===== src/rtl/assert_macros.svh =====
// Assertion macros shared by the RTL of the tick clock block.
// Each macro expands to one labeled concurrent assertion on clk, held off in rst.
`ifndef ASSERT_MACROS_SVH
`define ASSERT_MACROS_SVH

// Check that a property holds at every clock edge outside reset.
`define ASSERT_CLK(lbl, prop, msg) \
  lbl: assert property (@(posedge clk) disable iff (rst) (prop)) else $error(msg);

// Check that a trigger in one cycle implies a condition in the next cycle.
`define ASSERT_NEXT(lbl, trig, cond, msg) \
  lbl: assert property (@(posedge clk) disable iff (rst) (trig) |=> (cond)) else $error(msg);

`endif


===== src/rtl/tcs_pkg.sv =====
// Package for the tick clock with slew and load history.
// Holds default parameters, request codes and the controller state type.
package tcs_pkg;

  localparam int HISTORY_DEPTH_DEF = 8;
  localparam int UNIT_SECONDS_DEF  = 6;
  localparam int UPTIME_W          = 32;
  localparam int HZ_W              = 16;
  localparam logic [HZ_W-1:0] TICK_RATE_RESET = 16'd60;

  typedef enum logic [1:0] {
    REQ_TICK     = 2'd0,
    REQ_SET_WALL = 2'd1,
    REQ_SET_SLEW = 2'd2
  } req_kind_t;

  typedef enum logic [2:0] {
    S_IDLE,
    S_DIV,
    S_READ,
    S_MODIFY,
    S_EMIT
  } ctl_state_t;

endpackage


===== src/rtl/tcs_if.sv =====
// Valid/ready channel interfaces for request and response words.
// Depends on nothing; the top level of the tick clock uses both.
interface tcs_req_if;
  logic               valid;
  logic               ready;
  logic        [1:0]  req_type;
  logic        [31:0] new_wall_time;
  logic signed [31:0] new_slew_count;
  logic        [15:0] ready_count;

  modport source (output valid, req_type, new_wall_time, new_slew_count, ready_count,
                  input ready);
  modport sink (input valid, req_type, new_wall_time, new_slew_count, ready_count,
                output ready);
endinterface

interface tcs_rsp_if;
  logic               valid;
  logic               ready;
  logic        [31:0] uptime_now;
  logic        [31:0] wall_time_now;
  logic signed [31:0] slew_left;
  logic        [2:0]  slot_now;
  logic        [31:0] slot_load;

  modport source (output valid, uptime_now, wall_time_now, slew_left, slot_now, slot_load,
                  input ready);
  modport sink (input valid, uptime_now, wall_time_now, slew_left, slot_now, slot_load,
                output ready);
endinterface


===== src/rtl/tick_clock_slew_load_history.sv =====
// Tick clock with wall-time slew and a load history store in one memory.
// A tick passes through the 32 steps of the bit-serial slot divider, the memory read,
// the modify-write and the emit; a set or ignored word skips the divide steps.
// A new word is taken only when idle, once the last one was emitted.
// Reset (rst, synchronous) clears uptime, wall time, slew, last slot, the history valid
// bits and the channel control; tick rate returns to 60 and takes effect at once.
`include "assert_macros.svh"

module tick_clock_slew_load_history
  import tcs_pkg::*;
#(
  parameter int HISTORY_DEPTH = HISTORY_DEPTH_DEF,
  parameter int UNIT_SECONDS  = UNIT_SECONDS_DEF
) (
  input  logic            clk,
  input  logic            rst,
  input  logic            cfg_we,
  input  logic [HZ_W-1:0] cfg_wdata,
  tcs_req_if.sink         req,
  tcs_rsp_if.source       rsp
);

  // Slot index width, divisor width (tick rate times unit seconds) and step count.
  localparam int SLOT_W = (HISTORY_DEPTH > 1) ? $clog2(HISTORY_DEPTH) : 1;
  localparam int DIV_W  = HZ_W + $clog2(UNIT_SECONDS + 1);
  localparam int CNT_W  = $clog2(UPTIME_W);
  localparam int XW     = (SLOT_W > 3) ? SLOT_W : 3;
  localparam logic [CNT_W-1:0] LAST_STEP = CNT_W'(UPTIME_W - 1);
  localparam logic [SLOT_W:0]  DEPTH_V   = (SLOT_W + 1)'(HISTORY_DEPTH);

  // Configuration and architectural state.
  logic [HZ_W-1:0]     tick_rate_hz;
  logic [UPTIME_W-1:0] uptime_count;
  logic [31:0]         wall_time;
  logic [31:0]         slew_count;
  logic [SLOT_W-1:0]   last_slot;

  // Word held while it is worked on.
  logic [1:0]          kind;
  logic [15:0]         ready_hold;

  // Serial divider: dividend shifts out MSB first, quotient bits fold into a
  // running residue mod HISTORY_DEPTH so the slot needs no second divide.
  logic [UPTIME_W-1:0] dividend;
  logic [DIV_W-1:0]    divisor;
  logic [DIV_W-1:0]    rem;
  logic [SLOT_W-1:0]   slot_acc;
  logic [CNT_W-1:0]    step_cnt;
  logic [DIV_W:0]      rem_shift;
  logic                q_bit;
  logic [SLOT_W:0]     acc_shift;
  logic [SLOT_W-1:0]   slot_acc_next;
  logic [HZ_W-1:0]     hz_eff;

  // History memory, its valid bits and read/modify/write signals.
  logic [31:0]              hist [HISTORY_DEPTH];
  logic [HISTORY_DEPTH-1:0] hist_valid;
  logic [31:0]              rd_data;
  logic [SLOT_W-1:0]        mem_addr;
  logic [31:0]              old_load;
  logic [31:0]              new_load;
  logic [31:0]              load_val;
  logic                     is_tick;

  // Controller.
  ctl_state_t state, state_next;
  logic       accept;
  logic       div_step;
  logic       mem_re;
  logic       mem_we;
  logic       emit_fire;

  logic [UPTIME_W-1:0] up_inc;
  logic [XW-1:0]       slot_wide;

  assign accept  = req.valid && req.ready;
  assign is_tick = (kind == REQ_TICK);
  assign up_inc  = uptime_count + UPTIME_W'(1);
  assign hz_eff  = (tick_rate_hz == '0) ? HZ_W'(1) : tick_rate_hz;

  // Next state.
  always_comb begin
    state_next = state;
    case (state)
      S_IDLE: begin
        if (accept) begin
          state_next = (req.req_type == REQ_TICK) ? S_DIV : S_READ;
        end
      end
      S_DIV: begin
        if (step_cnt == LAST_STEP) begin
          state_next = S_READ;
        end
      end
      S_READ:   state_next = S_MODIFY;
      S_MODIFY: state_next = S_EMIT;
      S_EMIT: begin
        if (!rsp.valid || rsp.ready) begin
          state_next = S_IDLE;
        end
      end
      default:  state_next = S_IDLE;
    endcase
  end

  // Controller outputs.
  always_comb begin
    req.ready = 1'b0;
    div_step  = 1'b0;
    mem_re    = 1'b0;
    mem_we    = 1'b0;
    emit_fire = 1'b0;
    case (state)
      S_IDLE:   req.ready = 1'b1;
      S_DIV:    div_step  = 1'b1;
      S_READ:   mem_re    = 1'b1;
      S_MODIFY: mem_we    = is_tick;
      S_EMIT:   emit_fire = !rsp.valid || rsp.ready;
      default:  req.ready = 1'b0;
    endcase
  end

  always_ff @(posedge clk) begin
    if (rst) begin
      state <= S_IDLE;
    end else begin
      state <= state_next;
    end
  end

  always_ff @(posedge clk) begin
    if (rst) begin
      tick_rate_hz <= TICK_RATE_RESET;
    end else if (cfg_we) begin
      tick_rate_hz <= cfg_wdata;
    end
  end

  // Apply the word to the clock state at acceptance; the response reads it at emit.
  always_ff @(posedge clk) begin
    if (rst) begin
      uptime_count <= '0;
      wall_time    <= '0;
      slew_count   <= '0;
    end else if (accept) begin
      case (req.req_type)
        REQ_TICK: begin
          uptime_count <= up_inc;
          if (slew_count != '0 && up_inc[0]) begin
            if (!slew_count[31]) begin
              wall_time  <= wall_time + 32'd2;
              slew_count <= slew_count - 32'd1;
            end else begin
              slew_count <= slew_count + 32'd1;
            end
          end else begin
            wall_time <= wall_time + 32'd1;
          end
        end
        REQ_SET_WALL: wall_time  <= req.new_wall_time;
        REQ_SET_SLEW: slew_count <= req.new_slew_count;
        default: ;
      endcase
    end
  end

  // One restoring divide step plus one residue step per cycle.
  always_comb begin
    rem_shift     = {rem, dividend[UPTIME_W-1]};
    q_bit         = (rem_shift >= {1'b0, divisor});
    acc_shift     = {slot_acc, q_bit};
    slot_acc_next = (acc_shift >= DEPTH_V) ? SLOT_W'(acc_shift - DEPTH_V)
                                           : acc_shift[SLOT_W-1:0];
  end

  always_ff @(posedge clk) begin
    if (accept) begin
      kind       <= req.req_type;
      ready_hold <= req.ready_count;
      dividend   <= up_inc;
      divisor    <= DIV_W'(hz_eff) * DIV_W'(UNIT_SECONDS);
      rem        <= '0;
      slot_acc   <= '0;
      step_cnt   <= '0;
    end else if (div_step) begin
      rem      <= q_bit ? DIV_W'(rem_shift - {1'b0, divisor}) : rem_shift[DIV_W-1:0];
      dividend <= {dividend[UPTIME_W-2:0], 1'b0};
      slot_acc <= slot_acc_next;
      step_cnt <= step_cnt + CNT_W'(1);
    end
  end

  // Ticks address their new slot; other words read the last slot. The write of
  // one word lands before the next word can read, so no forwarding is needed.
  assign mem_addr = is_tick ? slot_acc : last_slot;

  always_ff @(posedge clk) begin
    if (mem_we) begin
      hist[mem_addr] <= new_load;
    end
    if (mem_re) begin
      rd_data <= hist[mem_addr];
    end
  end

  // Entries never written since reset read as zero; a slot change starts fresh.
  always_comb begin
    old_load = hist_valid[mem_addr] ? rd_data : 32'd0;
    new_load = ((mem_addr != last_slot) ? 32'd0 : old_load) + 32'(ready_hold);
  end

  always_ff @(posedge clk) begin
    if (rst) begin
      hist_valid <= '0;
      last_slot  <= '0;
    end else if (mem_we) begin
      hist_valid[mem_addr] <= 1'b1;
      last_slot            <= mem_addr;
    end
  end

  always_ff @(posedge clk) begin
    if (state == S_MODIFY) begin
      load_val <= is_tick ? new_load : old_load;
    end
  end

  // Response register: hold the word until taken; a new word may start meanwhile.
  assign slot_wide = XW'(last_slot);

  always_ff @(posedge clk) begin
    if (rst) begin
      rsp.valid <= 1'b0;
    end else if (emit_fire) begin
      rsp.valid <= 1'b1;
    end else if (rsp.ready) begin
      rsp.valid <= 1'b0;
    end
  end

  always_ff @(posedge clk) begin
    if (emit_fire) begin
      rsp.uptime_now    <= uptime_count;
      rsp.wall_time_now <= wall_time;
      rsp.slew_left     <= $signed(slew_count);
      rsp.slot_now      <= slot_wide[2:0];
      rsp.slot_load     <= load_val;
    end
  end

  // Checks.
  `ASSERT_NEXT(a_div_done, (state == S_DIV) && (step_cnt == LAST_STEP), state == S_READ, "divider did not hand over to the read")
  `ASSERT_NEXT(a_slot_marked, mem_we, hist_valid[$past(mem_addr)] && (last_slot == $past(mem_addr)), "written slot not marked valid or not made last")
  `ASSERT_CLK(a_uptime_src, ($past(rst) || $stable(uptime_count) || $past(accept && (req.req_type == REQ_TICK))), "uptime moved without a tick")
  `ASSERT_NEXT(a_emit_valid, emit_fire, rsp.valid && (state == S_IDLE), "emitted word not presented")

endmodule


===== src/flat_wrapper.sv =====
// flat-port wrapper written by rule: the top's interface ports become plain ports
module tick_clock_slew_load_history_flat import tcs_pkg::*;
#(
  parameter int HISTORY_DEPTH = HISTORY_DEPTH_DEF,
  parameter int UNIT_SECONDS  = UNIT_SECONDS_DEF
)
  (clk, rst, cfg_we, cfg_wdata, req_valid, req_req_type, req_new_wall_time, req_new_slew_count, req_ready_count, req_ready, rsp_valid, rsp_uptime_now, rsp_wall_time_now, rsp_slew_left, rsp_slot_now, rsp_slot_load, rsp_ready);
  tcs_req_if req_i ();
  tcs_rsp_if rsp_i ();
  input  logic clk;
  input  logic rst;
  input  logic cfg_we;
  input  logic [HZ_W-1:0] cfg_wdata;
  input wire logic [$bits(req_i.valid)-1:0] req_valid;
  input wire logic [$bits(req_i.req_type)-1:0] req_req_type;
  input wire logic [$bits(req_i.new_wall_time)-1:0] req_new_wall_time;
  input wire logic [$bits(req_i.new_slew_count)-1:0] req_new_slew_count;
  input wire logic [$bits(req_i.ready_count)-1:0] req_ready_count;
  output wire logic [$bits(req_i.ready)-1:0] req_ready;
  output wire logic [$bits(rsp_i.valid)-1:0] rsp_valid;
  output wire logic [$bits(rsp_i.uptime_now)-1:0] rsp_uptime_now;
  output wire logic [$bits(rsp_i.wall_time_now)-1:0] rsp_wall_time_now;
  output wire logic [$bits(rsp_i.slew_left)-1:0] rsp_slew_left;
  output wire logic [$bits(rsp_i.slot_now)-1:0] rsp_slot_now;
  output wire logic [$bits(rsp_i.slot_load)-1:0] rsp_slot_load;
  input wire logic [$bits(rsp_i.ready)-1:0] rsp_ready;
  assign req_i.valid = req_valid;
  assign req_i.req_type = req_req_type;
  assign req_i.new_wall_time = req_new_wall_time;
  assign req_i.new_slew_count = req_new_slew_count;
  assign req_i.ready_count = req_ready_count;
  assign req_ready = req_i.ready;
  assign rsp_valid = rsp_i.valid;
  assign rsp_uptime_now = rsp_i.uptime_now;
  assign rsp_wall_time_now = rsp_i.wall_time_now;
  assign rsp_slew_left = rsp_i.slew_left;
  assign rsp_slot_now = rsp_i.slot_now;
  assign rsp_slot_load = rsp_i.slot_load;
  assign rsp_i.ready = rsp_ready;
  tick_clock_slew_load_history #(.HISTORY_DEPTH(HISTORY_DEPTH), .UNIT_SECONDS(UNIT_SECONDS)) u_core (.clk(clk), .rst(rst), .cfg_we(cfg_we), .cfg_wdata(cfg_wdata), .req(req_i), .rsp(rsp_i));
endmodule

===== config.mk =====
export PLATFORM = sky130hd
export DESIGN_NAME = tick_clock_slew_load_history_flat
export DESIGN_NICKNAME = d
export VERILOG_FILES = /design/src/rtl/tcs_pkg.sv /design/src/rtl/tcs_if.sv /design/src/rtl/tick_clock_slew_load_history.sv /design/src/flat_wrapper.sv
export VERILOG_INCLUDE_DIRS = /design/src /design/src/rtl
export SDC_FILE = /design/constraint.sdc
export NUM_CORES = 1
export LEC_CHECK = 0
export ABC_CLOCK_PERIOD_IN_PS = 6790
export BUFFER_PORTS_ARGS = -buffer_cell sky130_fd_sc_hd__buf_2
export CELL_PAD_IN_SITES_DETAIL_PLACEMENT = 1
export CELL_PAD_IN_SITES_GLOBAL_PLACEMENT = 2
export CORE_UTILIZATION = 37
export DETAILED_ROUTE_END_ITERATION = 8
export HOLD_SLACK_MARGIN = 0.1
export MAX_ROUTING_LAYER = met4
export PLACE_DENSITY_LB_ADDON = 0.08
export SYNTH_ARGS = -nofsm -noshare
export SYNTH_HDL_FRONTEND = slang
export SYNTH_SLANG_ARGS = --single-unit
export TNS_END_PERCENT = 30

===== constraint.sdc =====
create_clock -name clk -period 6.79 [get_ports clk]
set_input_delay 1.0185 -clock clk [delete_from_list [all_inputs] [get_ports clk]]
set_output_delay 1.0185 -clock clk [all_outputs]
set_load 0.01 [all_outputs]

* Word level (Yosys, flattened, before mapping)
Memories as Yosys holds them, arrays and structs flattened. A register that Yosys moved wholly into a read port is not among the register bits. Cells that the tools add are included.
Word-level totals: flip-flop bits (word level) 385, bits in latches 0, memory bits (writable) 256, memory bits (read-only) 0, input port bits 103, output and inout port bits 133, logic and storage cells 101, memories kept 1
Memory list:
- u_core.hist | words 8, width 32, read ports 1, clocked after memory_dff 1, wr ports 1, line tick_clock_slew_load_history.sv:56 | logic [31:0] hist [HISTORY_DEPTH];
Operators by class: $add $sub $neg 9, $mul 1, div/mod/pow operators 0, order comparisons 4, equal/unequal tests 13, shift operators 0, muxes and demuxes 33, bitwise gates (word level) 1, reductions and logical operators 18
Operators with widths (count):
- $mux W32 | 9
- $pmux W32 S2 | 2
- $add A32 B1 Y32 const B | 3
- $add A32 B16 Y32 | 1
- $add A32 B2 Y32 const B | 1
- $reduce_bool A32 Y1 | 1
- $sub A32 B1 Y32 const B | 1
- $ge A20 B19 Y1 | 1
- $mux W19 | 1
- $sub A19 B19 Y19 | 1
- $mul A16 B2 Y18 const B | 1
- $logic_not A16 Y1 | 1
- $mux W16 | 1
- $mux W3 | 5
- $pmux W3 S5 | 1
- $mux W1 | 11
- $reduce_and A3 Y1 | 3
- $or A8 B8 Y8 | 1
- $reduce_bool A2 Y1 | 4
- $eq A3 B2 Y1 const B | 2
- $ne A2 B1 Y1 const B | 3
- $add A5 B1 Y5 const B | 1
- $eq A5 B5 Y1 const B | 1
- $ge A4 B4 Y1 const B | 1
- other kinds (19) | 22

* Longest topological paths before layout
Gate-level depths: netlist of the first run.
word-level depth 8, mapped depth 20, mapped depth without buffers 18

* Worst setup path before layout of the first run
Ideal clock, no wire load.
path type input -> register, start input port rsp_ready, end register u_core.rsp.slew_left[0], enable pin, library setup time 0.622 ns, arrival 6.527 ns, data required time 6.168 ns, setup slack -0.360 ns, cell stages on the path 2, path through nor2b_1 nor2_1
Between the ends: word-level cells in the longest chain between the ends 2
RTL lines:
- start, declared | line flat_wrapper.sv:26 | input wire logic [$bits(rsp_i.ready)-1:0] rsp_ready;
- $logic_or A1 B1 Y1 | line tick_clock_slew_load_history.sv:118 | S_EMIT: emit_fire = !rsp.valid || rsp.ready;
- $mux W1 | line tick_clock_slew_load_history.sv:113 | case (state)
- named net u_core.emit_fire | line tick_clock_slew_load_history.sv:71 | logic emit_fire;
- end signal, assigned | line tick_clock_slew_load_history.sv:245 | rsp.slew_left <= $signed(slew_count);
- end, declared | line tcs_if.sv:26 | modport source (output valid, uptime_now, wall_time_now, slew_left, slot_now, slot_load,
The timed path passes the listed nets, and every way through them passes these cells. A chain may end at the register's enable or synchronous reset.

* Worst setup path in the final report of the first run
start register u_core.kind[1], end memory u_core.hist[6][30], data pin
Between the ends: word-level cells in the longest chain between the ends 7
RTL lines:
- start, declared | line tick_clock_slew_load_history.sv:39 | logic [1:0] kind;
- start signal, assigned | line tick_clock_slew_load_history.sv:178 | kind <= req.req_type;
- $logic_not A2 Y1 * | line tick_clock_slew_load_history.sv:77 | assign is_tick = (kind == REQ_TICK);
- $mux W3 * | line tick_clock_slew_load_history.sv:195 | assign mem_addr = is_tick ? slot_acc : last_slot;
- $bmux W1 S3 | line tick_clock_slew_load_history.sv:208 | old_load = hist_valid[mem_addr] ? rd_data : 32'd0;
- $mux W1 (implied by the code) | line tick_clock_slew_load_history.sv:208
- $mux W32 | line tick_clock_slew_load_history.sv:208
- $mux W32 * | line tick_clock_slew_load_history.sv:209 | new_load = ((mem_addr != last_slot) ? 32'd0 : old_load) + 32'(ready_hold);
- $add A32 B16 Y32 * | line tick_clock_slew_load_history.sv:209
- named net u_core.new_load[30] | line tick_clock_slew_load_history.sv:61 | logic [31:0] new_load;
- end, declared | line tick_clock_slew_load_history.sv:56
The timed path passes the listed nets; every way through them passes the cells marked *. The select of a mux whose other input is x is not followed.

==> run metrics, run 1 <==
maximum VDD drop ~0.00016 V; RSZ-0062 raised after global routing false; layout cells sized above 1 between 10% and 20%; Num CTS Buffers between 70 and 80; type of the worst min-delay path register to register; pin count of the biggest net entering global routing between 70 and 80; critical path cell sequence or2_1 > a21oi_1 > o22ai_1 > o21ai_2 > and3_1 > ha_1 > inv_1 > fa_1 > nor2b_1 > o2111ai_1 > and3_1 > o211ai_1 > a21oi_1 > a211oi_2 > buf_4 > nand3_1 > nor3_1 > xnor2_1; Setup Fix Bufs, Post-CTS 0; Fin. Hold Viols 0; Cell Pwr Density approximately 330 mW/mm2; CP max-delay cell o21ai_2; crit path kind register to register; Synth Cell Area between 0.03 and 0.04 mm2; DR DRC count 0; first-pass GRT wire length approximately 140 mm; WP data required a little over 7 ns; final worst slack 0.871 ns; number of global-route vias before repair 22,600; Routed Antenna Nets 0; gr usage total approximately 22%; Max Freq between 150 and 200 MHz; maximum root-to-sink buffer count 3; CTS tree yes; CP max stage delay between 0.6 and 0.7 ns; Mapped Nets ~2,800; vias 21,700; clock skew 0.0168 ns; Mapped Cells 2,565; cts hold-fix bufs 0; die area around 0.083 mm2; clk_lat worst skew ~0.63 ns; CP Max Fanout 16; ys flop type edfxtp_1; post-cts resize count 0; Sum Neg Setup Slack 0 ns; FFs w/ async S/R, synth 0%; gr ovfl total 0; WHS 0.417 ns; area grow syn2layout 17.3%; Place WS between 0.9 and 1 ns; top cell type's share of synthesized area roughly half; DR iter-0 viols roughly 1,300; Worst R2R Setup Slack around 0.87 ns; Initial Utilization between 30 and 40%; DIE WIDTH roughly 290 um; Port-buffer cells around 240; actual slew at the worst max-slew pin between 1 and 1.5 ns; routed len/inst 22.8 um; Unique masters post-synth around 80; Arrival @ worst endpoint ~6.3 ns; Crit. End Element register; Max Transition Viols Final 0; H-tree Lvls 3; max reg flops approximately 260; Util after Layout between 40% and 50%; row count ~100; root buffer selected by CTS clkbuf_16; Seq/Total Area, Yosys a little over 60%; clock sink count 673; most common cell in the netlist edfxtp_1; Top reg by flops u_core.hist; Final #Nets ~3,000; Ports ~240; leakage about 13 nW; Tcrit/Tclk final between 80% and 90%; total length of routed wires about 90 mm; synthesis-stage register bit count a little under 700; maxcap violations 0; DP Wirelength 57.8 mm; # fillers 8,533; Core Region about 0.081 mm2; synthesis warning total 0; CP startpoint kind register; GPL Wtd Cong 0.840; clock transition at the registers of the reported paths approximately 0.06 ns; largest cells by area after synthesis edfxtp_1 (52%), dfxtp_1 (10%), ha_1 (3.9%); Mapped Avg Cell Area between 10 and 15 um2; Slew headroom approximately a fifth; Post-synth EDFFs between 500 and 600; status complete, no violations; Commonest cells post-synth edfxtp_1 (519), nand2_1 (307), nor2_1 (203); Tmin final 5.92 ns; Vias/cell approximately 5.5; Pre-Repair DR Iteration Count 5; Die Height around 290 um; Setup Viol. Count Final 0; post-synth top area cell edfxtp_1; initial antenna violation count 3
kinds of logic (layout without fill, tap and decap cells):
family / count (synthesis) / in the layout / synth area share (%)
AOI/OAI and AO/OA: 639 / 639 / 14.3
xor gates and xnor gates: 141 / 141 / 4.10
adders and majority gates: 97 / 97 / 4.13
buffers and inverters: 200 / 499 / 2.56
DFF: 673 / 673 / 62.0
muxes: 32 / 32 / 1.07
other: 0 / 3 / 0
and+or+nand+nor: 783 / 783 / 11.8
critical path, delay by kind of cell (launching register included):
kind | cells | cell delay, ns
buffers and inverters | 2 | 0.30
AND/OR/NAND/NOR | 6 | 1.70
AO/OA/AOI/OAI | 7 | 2.23
adder cells (fa/ha/maj) | 2 | 0.60
XOR/XNOR | 1 | 0.33
flip-flops | 1 | 0.45
power by group:
group | internal, mW | switching (mW) | total, mW
Sequential | 4.76 | 0.162 | 4.92
Clock | 2.68 | 1.76 | 4.44
Combinational | 0.851 | 1.39 | 2.24
layout by cell type (no fill, tap or decap), types with 36 or more instances in the layout:
master | Yosys | layout
a21o_1 | 38 | 36
a21oi_1 | 131 | 131
a221oi_1 | 85 | 85
and3_1 | 45 | 45
buf_2 | 2 | 234
buf_4 | 1 | 46
clkbuf_16 | 0 | 79
dfxtp_1 | 154 | 154
edfxtp_1 | 519 | 519
ha_1 | 93 | 93
inv_1 | 74 | 73
nand2_1 | 307 | 305
nand3_1 | 57 | 57
nor2_1 | 203 | 191
nor3_1 | 44 | 43
o21ai_0 | 167 | 166
xnor2_1 | 76 | 76
xor2_1 | 65 | 65
area by class of cell:
type	instances	area, um2	area share, %
clock buffer	97	2100	5.96
multi-input combinational	1692	10800	30.6
timing repair buffer	280	1520	4.29
antenna	3	7.51	0.0212
inverter	76	285	0.807
clock inverter	46	601	1.70
tap	1060	1330	3.75
sequential	673	18700	52.8
layer usage:
metal / global-route usage [%] / vias up / routed length (um)
li1: - / 10100 / -
met5: - / - / 0
met3: 2.71 / 155 / 3730
met2: 36.0 / 481 / 42800
met1: 29.0 / 10900 / 40500
met4: 7.11 / 0 / 2570
metrics by stage:
stage               power, mW  cell area, um2  instances
floorplan                6.58           30100       2565
global placement         7.22           32600       3781
detailed placement       7.26           32600       3781
CTS                      11.7           35300       3924
global route             12.1           35300       3927
finish                   11.6           35300       3927
final timing paths:
kind | endpoint | start | cells after the start
worst min register to register | u_core.rsp.slot_load[0]$_DFFE_PP_ | u_core.load_val[0]$_DFFE_PP_ | 0
worst min-delay path | u_core.rsp.slot_load[0]$_DFFE_PP_ | u_core.load_val[0]$_DFFE_PP_ | 0
worst max-delay path | u_core.hist[6][30]$_DFFE_PP_ | u_core.kind[1]$_DFFE_PP_ | 18
worst max register to register | u_core.hist[6][30]$_DFFE_PP_ | u_core.kind[1]$_DFFE_PP_ | 18
Note: power is estimated with default switching activity, not from simulation.
==> inputs of run 2 (changes only) <==
--- a/config.mk
+++ b/config.mk
@@ -13,2 +13,3 @@
 export CORE_UTILIZATION = 37
+export CTS_CLUSTER_SIZE = 10
 export DETAILED_ROUTE_END_ITERATION = 8
==> constraint.sdc (replaced) <==
create_clock -name clk -period 6.79 [get_ports clk]
set_input_delay 1.358 -clock clk [delete_from_list [all_inputs] [get_ports clk]]
set_output_delay 1.358 -clock clk [all_outputs]
set_load 0.01 [all_outputs]
==> run metrics, run 2 (same netlist as run 1, synthesis figures left out) <==
Max Freq 173 MHz (was 169 MHz); gr ovfl total 0 (unchanged); Crit. End Element register (unchanged); Core Region 0.0805 mm2 (unchanged); gr usage total 22.3% (about the same); post-cts resize count 0 (unchanged); type of the worst min-delay path register to register (unchanged); # fillers 8,583 (was 8,533); Setup Viol. Count Final 0 (unchanged); routed len/inst 22.9 um (was 22.8 um); commonest non-fill, non-tap cells in the layout edfxtp_1 (519), nand2_1 (305), buf_2 (234) (unchanged); Num CTS Buffers 81 (was 78); Initial Utilization 37.4% (unchanged); Die Height 287 um (unchanged); final worst slack 1.00 ns (was 0.871 ns); CTS tree yes (unchanged); Fin. Hold Viols 0 (unchanged); Routed Antenna Nets 0 (unchanged); die area 0.0826 mm2 (unchanged); CP startpoint kind register (unchanged); cts hold-fix bufs 0 (unchanged); maximum root-to-sink buffer count 3 (unchanged); root buffer selected by CTS clkbuf_16 (unchanged); DIE WIDTH 287 um (unchanged); DR iter-0 viols 1,301 (was 1,294); first-pass GRT wire length 136 mm (was 137 mm); Util after Layout 43.5% (was 43.9%); Top reg by flops u_core.hist (unchanged); GPL Wtd Cong 0.850 (was 0.840); Arrival @ worst endpoint 6.15 ns (was 6.26 ns); fin area 0.0350 mm2 (was 0.0353 mm2); total length of routed wires 89.5 mm (was 89.6 mm); vias 21,500 (was 21,700); layout cells sized above 1 15.3% (was 15.9%); clock sink count 673 (unchanged); critical path cell sequence or2_1 > a21oi_1 > o22ai_1 > o21ai_2 > and3_1 > ha_1 > inv_1 > fa_1 > nor2b_1 > o2111ai_1 > and3_1 > o211ai_1 > a21oi_1 > a211oi_2 > buf_4 > nand3_1 > nor3_1 > xnor2_1 (unchanged); clk_lat worst skew 0.63 ns (about the same); Port-buffer cells 235 (unchanged); CP max-delay cell o21ai_2 (unchanged); clock transition at the registers of the reported paths 0.05 ns (was 0.06 ns); Slew headroom 14.2% (was 18.6%); CP Max Fanout 16 (unchanged); number of global-route vias before repair 22,400 (was 22,600); Cell Pwr Density 318 mW/mm2 (was 328 mW/mm2); leakage 12.9 nW (was 13.1 nW); DR DRC count 0 (unchanged); DP Wirelength 57.9 mm (was 57.8 mm); Ports 236 (unchanged); Tmin final 5.79 ns (was 5.92 ns); Post-DP Area 0.0326 mm2 (about the same); Pre-Repair DR Iteration Count 5 (unchanged); Place WS 1.05 ns (was 0.940 ns); Setup Fix Bufs, Post-CTS 0 (unchanged); row count 104 (unchanged); max reg flops 256 (unchanged); H-tree Lvls 3 (unchanged); status complete, no violations (unchanged); area grow syn2layout 16.3% (was 17.3%); pin count of the biggest net entering global routing 73 (unchanged); most common cell after layout, fill and taps aside edfxtp_1 (unchanged); CP max stage delay 0.64 ns (was 0.68 ns); initial antenna violation count 1 (was 3); clock skew 0.0227 ns (was 0.0168 ns); crit path kind register to register (unchanged); Vias/cell 5.50 (was 5.52); WP data required 7.15 ns (was 7.14 ns); maxcap violations 0 (unchanged); Final #Nets 3,005 (was 3,001); RSZ-0062 raised after global routing false (unchanged); Tcrit/Tclk final 85.3% (was 87.2%); Max Transition Viols Final 0 (unchanged); maximum VDD drop 0.000191 V (was 0.000164 V); Sum Neg Setup Slack 0 ns (unchanged); actual slew at the worst max-slew pin 1.29 ns (was 1.22 ns)
==> run 2: cell count changes in the layout (fill, tap and decap cells not counted), sizes merged <==
cell and delta:
clkbuf +15, clkinv -13, bufinv -12, inv -6
diode -2, buf +1
==> run 2: final cells by class <==
class / count / area (um2) / share of cell area (%)
Sequential cell: 673 / 18700 / 53.3
Multi-Input combinational cell: 1692 / 10800 / 30.9
Clock buffer: 112 / 2220 / 6.35
Inverter: 76 / 285 / 0.814
Clock inverter: 15 / 170 / 0.486
Timing Repair Buffer: 281 / 1520 / 4.35
Antenna cell: 1 / 2.50 / 0.00714
Tap cell: 1060 / 1330 / 3.79
==> run 2: worst paths after layout <==
kind,from,end,slack (ns),cells after the start
worst max-delay path,u_core.kind[1]$_DFFE_PP_,u_core.hist[7][30]$_DFFE_PP_,1.0,18
worst min-delay path,u_core.load_val[5]$_DFFE_PP_,u_core.rsp.slot_load[5]$_DFFE_PP_,0.43,0
worst max register to register,u_core.kind[1]$_DFFE_PP_,u_core.hist[7][30]$_DFFE_PP_,1.0,18
worst min register to register,u_core.load_val[5]$_DFFE_PP_,u_core.rsp.slot_load[5]$_DFFE_PP_,0.43,0
==> run 2: layer usage <==
metal	routed length, um	GRT usage [%]	up-vias
li1	-	-	10100
met1	40500	28.7	10800
met2	43400	36.7	423
met3	3230	2.99	140
met4	2260	6.17	0
met5	0	-	-
==> run 2: metrics by stage <==
step	hold WS [ns]	power [mW]	cells
after floorplan	0.400	6.58	2565
after global placement	0.426	7.21	3782
after detailed placement	0.407	7.27	3782
after CTS	0.430	11.3	3909
after global routing	0.444	11.7	3910
final	0.426	11.2	3910
==> run 2: report_power, final <==
group | total, mW | switching (mW) | internal [mW]
Combinational | 2.25 | 1.40 | 0.851
Clock | 3.97 | 1.69 | 2.28
Sequential | 4.93 | 0.162 | 4.77
Total | 11.2 | 3.25 | 7.90
==> run 2: critical path, delay by kind of cell (launching register included) <==
kind / cells / cell delay [ns]
DFF: 1 / 0.45
buffers and inverters: 2 / 0.30
xor gates and xnor gates: 1 / 0.31
adders and majority gates: 2 / 0.61
AOI/OAI and AO/OA: 7 / 2.20
and+or+nand+nor: 6 / 1.65
